$ cat src/hw/rtl/cbst_pkg.sv
// Package for the checksum byte-stuffing transmitter: constants, queue entry
// and back-end phase types. No dependencies.
`timescale 1ns / 1ps

package cbst_pkg;

    localparam int BYTE_W        = 8;
    localparam int CFG_IDX_W     = 2;
    localparam int QUEUE_DEPTH_D = 4;

    localparam logic [BYTE_W-1:0] FLAG_RESET   = 8'h7E;
    localparam logic [BYTE_W-1:0] ESCAPE_RESET = 8'h7D;

    typedef enum logic [CFG_IDX_W-1:0] {
        REG_FLAG   = 2'd0,
        REG_ESCAPE = 2'd1
    } cfg_reg_t;

    // One accepted message byte, already classified.
    typedef struct packed {
        logic [BYTE_W-1:0] data;
        logic              data_esc;
        logic              last;
        logic [BYTE_W-1:0] chk;
        logic              chk_esc;
    } entry_t;

    typedef enum logic [3:0] {
        PH_DATA_ESC = 4'b0001,
        PH_DATA     = 4'b0010,
        PH_CHK_ESC  = 4'b0100,
        PH_CHK      = 4'b1000
    } phase_t;

endpackage

$ cat src/hw/rtl/cbst_front.sv
// Front end: configuration registers, input acceptance, running checksum and
// escape classification. Depends on cbst_pkg.
`timescale 1ns / 1ps

module cbst_front import cbst_pkg::*; (
    input  logic                 aclk,
    input  logic                 aresetn,
    input  logic                 s_tvalid,
    output logic                 s_tready,
    input  logic [BYTE_W-1:0]    s_tdata,
    input  logic                 s_tlast,
    input  logic                 cfg_valid,
    output logic                 cfg_ready,
    input  logic [CFG_IDX_W-1:0] cfg_index,
    input  logic [BYTE_W-1:0]    cfg_data,
    input  logic                 q_full,
    output logic                 q_push,
    output entry_t               q_entry,
    output logic [BYTE_W-1:0]    escape_value
);

    logic [BYTE_W-1:0] flag_reg, flag_next;
    logic [BYTE_W-1:0] escape_reg, escape_next;
    logic [BYTE_W-1:0] sum_reg, sum_next;
    logic [BYTE_W:0]   raw_sum;
    logic [BYTE_W-1:0] folded;

    assign cfg_ready    = 1'b1;
    assign s_tready     = !q_full;
    assign q_push       = s_tvalid && !q_full;
    assign escape_value = escape_reg;

    always_comb begin
        flag_next   = flag_reg;
        escape_next = escape_reg;
        if (cfg_valid) begin
            unique case (cfg_index)
                REG_FLAG:   flag_next   = cfg_data;
                REG_ESCAPE: escape_next = cfg_data;
                default:    ;
            endcase
        end
    end

    // End-around carry: one fold always suffices.
    assign raw_sum = {1'b0, sum_reg} + {1'b0, s_tdata};
    assign folded  = raw_sum[BYTE_W-1:0] + {{(BYTE_W-1){1'b0}}, raw_sum[BYTE_W]};

    always_comb begin
        sum_next = sum_reg;
        if (q_push) begin
            sum_next = s_tlast ? '0 : folded;
        end
    end

    always_comb begin
        q_entry.data     = s_tdata;
        q_entry.data_esc = (s_tdata == flag_reg) || (s_tdata == escape_reg);
        q_entry.last     = s_tlast;
        q_entry.chk      = ~folded;
        q_entry.chk_esc  = (~folded == flag_reg) || (~folded == escape_reg);
    end

    always_ff @(posedge aclk) begin
        if (!aresetn) begin
            flag_reg   <= FLAG_RESET;
            escape_reg <= ESCAPE_RESET;
            sum_reg    <= '0;
        end else begin
            flag_reg   <= flag_next;
            escape_reg <= escape_next;
            sum_reg    <= sum_next;
        end
    end

endmodule

$ cat src/hw/rtl/cbst_queue.sv
// Short queue of classified entries between front and back ends.
// Depends on cbst_pkg.
`timescale 1ns / 1ps

module cbst_queue import cbst_pkg::*; #(
    parameter int DEPTH = QUEUE_DEPTH_D
) (
    input  logic   aclk,
    input  logic   aresetn,
    input  logic   push,
    input  entry_t push_entry,
    input  logic   pop,
    output entry_t head,
    output logic   empty,
    output logic   full
);

    localparam int PTR_W = (DEPTH > 1) ? $clog2(DEPTH) : 1;
    localparam int CNT_W = $clog2(DEPTH + 1);

    entry_t             slots [DEPTH];
    logic [PTR_W-1:0]   wr_ptr_reg, wr_ptr_next;
    logic [PTR_W-1:0]   rd_ptr_reg, rd_ptr_next;
    logic [CNT_W-1:0]   count_reg, count_next;
    logic               do_push, do_pop;

    assign empty   = (count_reg == '0);
    assign full    = (count_reg == CNT_W'(DEPTH));
    assign do_push = push && !full;
    assign do_pop  = pop && !empty;
    assign head    = slots[rd_ptr_reg];

    always_comb begin
        wr_ptr_next = wr_ptr_reg;
        rd_ptr_next = rd_ptr_reg;
        count_next  = count_reg;
        if (do_push) begin
            wr_ptr_next = (wr_ptr_reg == PTR_W'(DEPTH - 1)) ? '0 : wr_ptr_reg + 1'b1;
        end
        if (do_pop) begin
            rd_ptr_next = (rd_ptr_reg == PTR_W'(DEPTH - 1)) ? '0 : rd_ptr_reg + 1'b1;
        end
        if (do_push && !do_pop) begin
            count_next = count_reg + 1'b1;
        end else if (do_pop && !do_push) begin
            count_next = count_reg - 1'b1;
        end
    end

    always_ff @(posedge aclk) begin
        if (do_push) begin
            slots[wr_ptr_reg] <= push_entry;
        end
    end

    always_ff @(posedge aclk) begin
        if (!aresetn) begin
            wr_ptr_reg <= '0;
            rd_ptr_reg <= '0;
            count_reg  <= '0;
        end else begin
            wr_ptr_reg <= wr_ptr_next;
            rd_ptr_reg <= rd_ptr_next;
            count_reg  <= count_next;
        end
    end

endmodule

$ cat src/hw/rtl/cbst_back.sv
// Back end: walks each queued entry through escape and data phases (a last one
// also escape and checksum) into a registered output word. Depends on cbst_pkg.
`timescale 1ns / 1ps

module cbst_back import cbst_pkg::*; (
    input  logic              aclk,
    input  logic              aresetn,
    input  entry_t            head,
    input  logic              q_empty,
    output logic              q_pop,
    input  logic [BYTE_W-1:0] escape_value,
    output logic              m_tvalid,
    input  logic              m_tready,
    output logic [BYTE_W-1:0] m_tdata,
    output logic              m_tlast,
    output logic              m_tuser
);

    phase_t            phase_reg, phase_next, cur;
    logic              valid_reg, valid_next;
    logic [BYTE_W-1:0] byte_reg, byte_next;
    logic              last_reg, last_next;
    logic              check_reg, check_next;
    logic              load, done;

    assign load = !q_empty && (!valid_reg || m_tready);

    // Skip escape phases the entry does not need.
    always_comb begin
        unique case (phase_reg)
            PH_DATA_ESC: cur = head.data_esc ? PH_DATA_ESC : PH_DATA;
            PH_DATA:     cur = PH_DATA;
            PH_CHK_ESC:  cur = head.chk_esc ? PH_CHK_ESC : PH_CHK;
            PH_CHK:      cur = PH_CHK;
            default:     cur = PH_DATA;
        endcase
    end

    always_comb begin
        done       = 1'b0;
        phase_next = phase_reg;
        byte_next  = byte_reg;
        last_next  = last_reg;
        check_next = check_reg;
        valid_next = valid_reg && !m_tready;
        unique case (cur)
            PH_DATA_ESC: begin
                byte_next  = escape_value;
                check_next = 1'b0;
                phase_next = PH_DATA;
            end
            PH_DATA: begin
                byte_next  = head.data;
                check_next = 1'b0;
                done       = !head.last;
                phase_next = head.last ? PH_CHK_ESC : PH_DATA_ESC;
            end
            PH_CHK_ESC: begin
                byte_next  = escape_value;
                check_next = 1'b1;
                phase_next = PH_CHK;
            end
            PH_CHK: begin
                byte_next  = head.chk;
                check_next = 1'b1;
                done       = 1'b1;
                phase_next = PH_DATA_ESC;
            end
            default: ;
        endcase
        last_next = done;
        if (!load) begin
            phase_next = phase_reg;
            byte_next  = byte_reg;
            last_next  = last_reg;
            check_next = check_reg;
        end else begin
            valid_next = 1'b1;
        end
    end

    assign q_pop    = load && done;
    assign m_tvalid = valid_reg;
    assign m_tdata  = byte_reg;
    assign m_tlast  = last_reg;
    assign m_tuser  = check_reg;

    always_ff @(posedge aclk) begin
        byte_reg  <= byte_next;
        last_reg  <= last_next;
        check_reg <= check_next;
    end

    always_ff @(posedge aclk) begin
        if (!aresetn) begin
            phase_reg <= PH_DATA_ESC;
            valid_reg <= 1'b0;
        end else begin
            phase_reg <= phase_next;
            valid_reg <= valid_next;
        end
    end

endmodule

$ cat src/hw/rtl/checksum_byte_stuffing_tx_top.sv
// Checksum byte-stuffing transmitter over cbst_front, cbst_queue and cbst_back.
// Path: accepted s_ bytes go into the queue, which absorbs bursts, then the output register.
// Throughput: one output word per cycle while m_tready is high; an input word gives
// 1 to 4 output words (escaped data, checksum), set by the back-end phase walk.
// Reset: synchronous active-low aresetn clears the sum, queue, phase and output valid;
// flag and escape registers return to 0x7E and 0x7D.
`timescale 1ns / 1ps

module checksum_byte_stuffing_tx_top import cbst_pkg::*; #(
    parameter int QUEUE_DEPTH = QUEUE_DEPTH_D
) (
    input  logic                 aclk,
    input  logic                 aresetn,
    input  logic                 s_tvalid,
    output logic                 s_tready,
    input  logic [BYTE_W-1:0]    s_tdata,   // [7:0] data_byte
    input  logic                 s_tlast,   // last_byte
    output logic                 m_tvalid,
    input  logic                 m_tready,
    output logic [BYTE_W-1:0]    m_tdata,   // [7:0] out_byte
    output logic                 m_tlast,   // run_last
    output logic                 m_tuser,   // [0] is_check
    input  logic                 cfg_valid,
    output logic                 cfg_ready,
    input  logic [CFG_IDX_W-1:0] cfg_index,
    input  logic [BYTE_W-1:0]    cfg_data
);

    entry_t            q_entry, q_head;
    logic              q_push, q_pop, q_full, q_empty;
    logic [BYTE_W-1:0] escape_value;

    cbst_front u_front (
        .aclk         (aclk),
        .aresetn      (aresetn),
        .s_tvalid     (s_tvalid),
        .s_tready     (s_tready),
        .s_tdata      (s_tdata),
        .s_tlast      (s_tlast),
        .cfg_valid    (cfg_valid),
        .cfg_ready    (cfg_ready),
        .cfg_index    (cfg_index),
        .cfg_data     (cfg_data),
        .q_full       (q_full),
        .q_push       (q_push),
        .q_entry      (q_entry),
        .escape_value (escape_value)
    );

    cbst_queue #(
        .DEPTH (QUEUE_DEPTH)
    ) u_queue (
        .aclk       (aclk),
        .aresetn    (aresetn),
        .push       (q_push),
        .push_entry (q_entry),
        .pop        (q_pop),
        .head       (q_head),
        .empty      (q_empty),
        .full       (q_full)
    );

    cbst_back u_back (
        .aclk         (aclk),
        .aresetn      (aresetn),
        .head         (q_head),
        .q_empty      (q_empty),
        .q_pop        (q_pop),
        .escape_value (escape_value),
        .m_tvalid     (m_tvalid),
        .m_tready     (m_tready),
        .m_tdata      (m_tdata),
        .m_tlast      (m_tlast),
        .m_tuser      (m_tuser)
    );

endmodule

$ cat config.mk
export PLATFORM = sky130hd
export DESIGN_NAME = checksum_byte_stuffing_tx_top
export DESIGN_NICKNAME = d
export VERILOG_FILES = /design/src/hw/rtl/cbst_pkg.sv /design/src/hw/rtl/cbst_front.sv /design/src/hw/rtl/cbst_queue.sv /design/src/hw/rtl/cbst_back.sv /design/src/hw/rtl/checksum_byte_stuffing_tx_top.sv
export SDC_FILE = /design/constraint.sdc
export NUM_CORES = 1
export LEC_CHECK = 0
export ABC_AREA = 0
export BUFFER_PORTS_ARGS = -buffer_cell sky130_fd_sc_hd__buf_2
export CORE_MARGIN = 2
export CORE_UTILIZATION = 40
export DETAILED_ROUTE_END_ITERATION = 8
export GPL_ROUTABILITY_DRIVEN = 0
export RECOVER_POWER = 25
export SLEW_MARGIN = 20
export SYNTH_ARGS = -nofsm -noshare
export SYNTH_HDL_FRONTEND = slang
export SYNTH_HIERARCHICAL = 1
export SYNTH_SLANG_ARGS = --single-unit
$ cat constraint.sdc
create_clock -name aclk -period 3.69 [get_ports aclk]
set_input_delay 0.1845 -clock aclk [delete_from_list [all_inputs] [get_ports aclk]]
set_output_delay 0.1845 -clock aclk [all_outputs]
set_load 0.02 [all_outputs]
==> results.py <==
metrics = {
    "finish": {
        "fin_nets": 581,
        "antennaDiodeCount": 0,
        "largest_reg_flops": 76,
        "fillCellCount": 1348,
        "syn2layout_area_growth_pct": 19.69,
        "largest_register": "u_queue/slots",
        "fin_area_um2": 7462,
        "drive_gt1_frac": 0.2373,
        "final_util": 0.4909,
    },
    "timing": {
        "setup_ws_ns": 0.07551,
        "fmax_mhz": 276.7,
        "finalSetupViolCount": 0,
        "grt_setup_unrepaired": "true",
        "fin_crit_sh": 0.9795,
        "fin_worst_skew_ns": 0.007940,
        "max_slew_margin": 0.3640,
        "tightestPinTransition_ns": 0.9520,
        "slew_violations": 0,
        "fin_crit_ns": 3.614,
        "finalHoldViolCount": 0,
    },
    "logic_synthesis": {
        "synth.most_common_cell": "edfxtp_1",
        "avgSynthCellArea_um2": 13.07,
        "synthesis.nets": 519,
        "ys_top_cells_by_count": "edfxtp_1 (86), nand2_1 (50), dfxtp_1 (38)",
        "yosys.cell_types.count": 78,
        "yosysTopAreaCell": "edfxtp_1",
        "synthArstFlopShare": 0,
        "ys_seq_area_frac": 0.5362,
        "synth_edf_count": 86,
        "ys.warnings.count": 6,
        "synth_top_area_frac": 0.4142,
        "synthFlopType": "edfxtp_1",
        "syn_inst": 477,
        "synth_seq_cells": 124,
        "synth_area_um2": 6235,
        "synth_area_leaders": "edfxtp_1 (41%), dfxtp_1 (12%), mux4_1 (3.8%)",
    },
    "grt": {
        "gr-usage-all-layers": 0.1771,
        "grt_pass1_wl_um": 21890,
        "grt_pass1_vias": 4078,
        "antenna_found_initial": 0,
        "overflow": 0,
        "grt_max_degree": 42,
    },
    "clocking": {
        "root_buffer": "clkbuf_16",
        "cts_tree": "built",
        "clkLatencyLatePin_ns": 0.42,
        "numCtsBuffers": 17,
        "clock-sinks": 124,
        "ctsLongestPathBuffers": 2,
        "htreeDepth": 4,
        "cts.clk_slew.worst_paths_ns": 0.06,
    },
    "drt": {
        "avgViaCountPerCell": 5.457,
        "dr.pass1.iters": 5,
        "drtIter0Drc": 256,
        "num_vias": 4038,
        "route.detailed.drc": 0,
        "routed_wl_um": 13670,
        "wl_per_cell_um": 18.47,
        "ant_nets": 0,
    },
    "worst_setup_path": {
        "rrSetupSlack_ns": 0.08,
        "end_kind": "register",
        "r2r_cells": 15,
        "rr_startpoint": "u_front/sum_reg[0]$_SDFFE_PN0P_",
        "path_class": "register to register",
        "critPathLaunchType": "register",
        "crit_end": "u_queue/slots[1][0]$_DFFE_PP_",
        "required_ns": 3.92,
        "regToRegEndpoint": "u_queue/slots[1][0]$_DFFE_PP_",
        "worstPathArrival_ns": 3.85,
        "worstSetupStartpoint": "u_front/sum_reg[0]$_SDFFE_PN0P_",
        "worst-path-max-fanout": 4,
    },
    "flow_run": {
        "drv_cap": 0,
    },
    "pwr": {
        "leakage_nw": 2.718,
        "sw_frac_of_total": 0.2965,
        "p_per_area_nw_per_um2": 702.4,
        "p_switching_mw": 1.554,
        "pwr-share-seq": 0.371,
        "pwr-share-clk": 0.345,
        "peakVddDrop_mv": 0.3878,
        "p_int_mw": 3.687,
        "combPwrFrac": 0.284,
    },
    "floorplanning": {
        "start_util": 0.4101,
        "die_h_um": 128.8,
        "rows": 45,
        "die_w_um": 128.8,
        "io_pins": 37,
        "die-area_um2": 16600,
        "core-area_um2": 15200,
    },
    "place": {
        "place_hpwl_um": 9623,
        "pre_cts_ws_ns": -0.07669,
        "portBuffers": 35,
        "dpl_cell_area_um2": 6634,
    },
    "min_path": {
        "hold_path.class": "input pin to register",
    },
    "run_status": {
        "outcome": "completed",
    },
}
[worst max-delay path, stage by stage (launching register included)]
cell and delay, ns:
dfxtp_2 0.34, ha_4 0.17, fa_2 0.38, a211oi_4 0.25
o21ai_2 0.10, a21o_1 0.15, a21o_1 0.17, ha_4 0.17
ha_4 0.18, and2_1 0.16, nor3b_4 0.16, xnor3_1 0.18
or3_4 0.39, a2111oi_4 0.28, a22oi_2 0.14, o221ai_2 0.21
[cell usage in the layout (no fill, tap or decap), types with 13 or more instances in the layout]
master     Yosys  layout
buf_2          5      25
and2_1        14      14
edfxtp_1      86      86
nand2_1       50      50
nand3_1       15      15
nor3_1        13      13
dfxtp_1       38      37
xnor2_1       26      24
nor2b_1       14      14
inv_1         17      17
clkbuf_16      0      17
ha_1          16      13
buf_4         11      27
nor2_1        13      13
[final cells by class]
class / count / area, um^2 / area share
Sequential cell: 124 / 3344 / 0.4482
Tap cell: 188 / 235.2 / 0.03152
Clock inverter: 15 / 222.7 / 0.02985
Multi-Input combinational cell: 308 / 2728 / 0.3655
Inverter: 18 / 67.56 / 0.009054
Timing Repair Buffer: 70 / 439.2 / 0.05885
Clock buffer: 17 / 425.4 / 0.05701
[worst min-delay path by stage]
stage                            from  slack [ns]                              endpoint  cells after the start
after floorplan               aresetn        0.26      u_back/phase_reg[0]$_SDFFE_PN1P_                      1
after global placement    cfg_data[6]        0.41  u_front/escape_value[6]$_SDFFE_PN1P_                      3
after detailed placement  cfg_data[6]        0.41  u_front/escape_value[6]$_SDFFE_PN1P_                      3
after CTS                 cfg_data[7]        0.01  u_front/escape_value[7]$_SDFFE_PN0P_                      3
after global routing      cfg_data[7]        0.02  u_front/escape_value[7]$_SDFFE_PN0P_                      3
final                     cfg_data[7]        0.03  u_front/escape_value[7]$_SDFFE_PN0P_                      3
[cell families (layout without fill, tap and decap cells)]
| group | after synthesis | after routing | synth area share |
|---|---|---|---|
| compound gates | 75 | 75 | 0.1032 |
| xor+xnor | 38 | 38 | 0.06221 |
| fa+ha+maj | 18 | 18 | 0.03853 |
| buf+inv | 45 | 120 | 0.04214 |
| flops | 124 | 124 | 0.5362 |
| mux | 22 | 22 | 0.07887 |
| other cells | 1 | 1 | 0.0006015 |
| simple gates | 154 | 154 | 0.1383 |
[routing by layer]
layer / track usage / up-vias / wire length [um]
li1: - / 1910 / -
met1: 0.2301 / 1991 / 6085
met3: 0.04241 / 28 / 587
met2: 0.2835 / 109 / 6588
met5: 0 / - / 0
met4: 0.07864 / 0 / 410
[power by group through the flow]
stage / combinational, mW / sequential [mW] / clock (mW)
after global routing: 1.63 / 1.97 / 1.91
after detailed placement: 1.44 / 1.98 / 0
final: 1.49 / 1.95 / 1.81
after CTS: 1.48 / 1.95 / 1.84
after floorplan: 1.03 / 2.01 / 0
after global placement: 1.41 / 1.96 / 0
[per-stage QoR]
stage	hold WS (ns)	std cells	TNS (ns)	power, mW
floorplan	0.2645	477	0	3.043
global placement	0.4112	694	0	3.375
detailed placement	0.4116	694	-0.3066	3.420
CTS	0.01066	736	-0.04050	5.274
global route	0.02213	740	-0.4373	5.520
finish	0.02636	740	0	5.241
[timing repair]
| action | in CTS | in global routing |
|---|---|---|
| endpoints found under the setup margin | 4 | 4 |
| gates resized for setup | 8 | 2 |
| endpoints found under the hold margin | 11 | 0 |
| buffers inserted | 3 | 4 |
| hold buffers | 7 | 0 |
| pin swaps | 11 | 4 |
No activity file was read; power rests on OpenSTA's default activity.
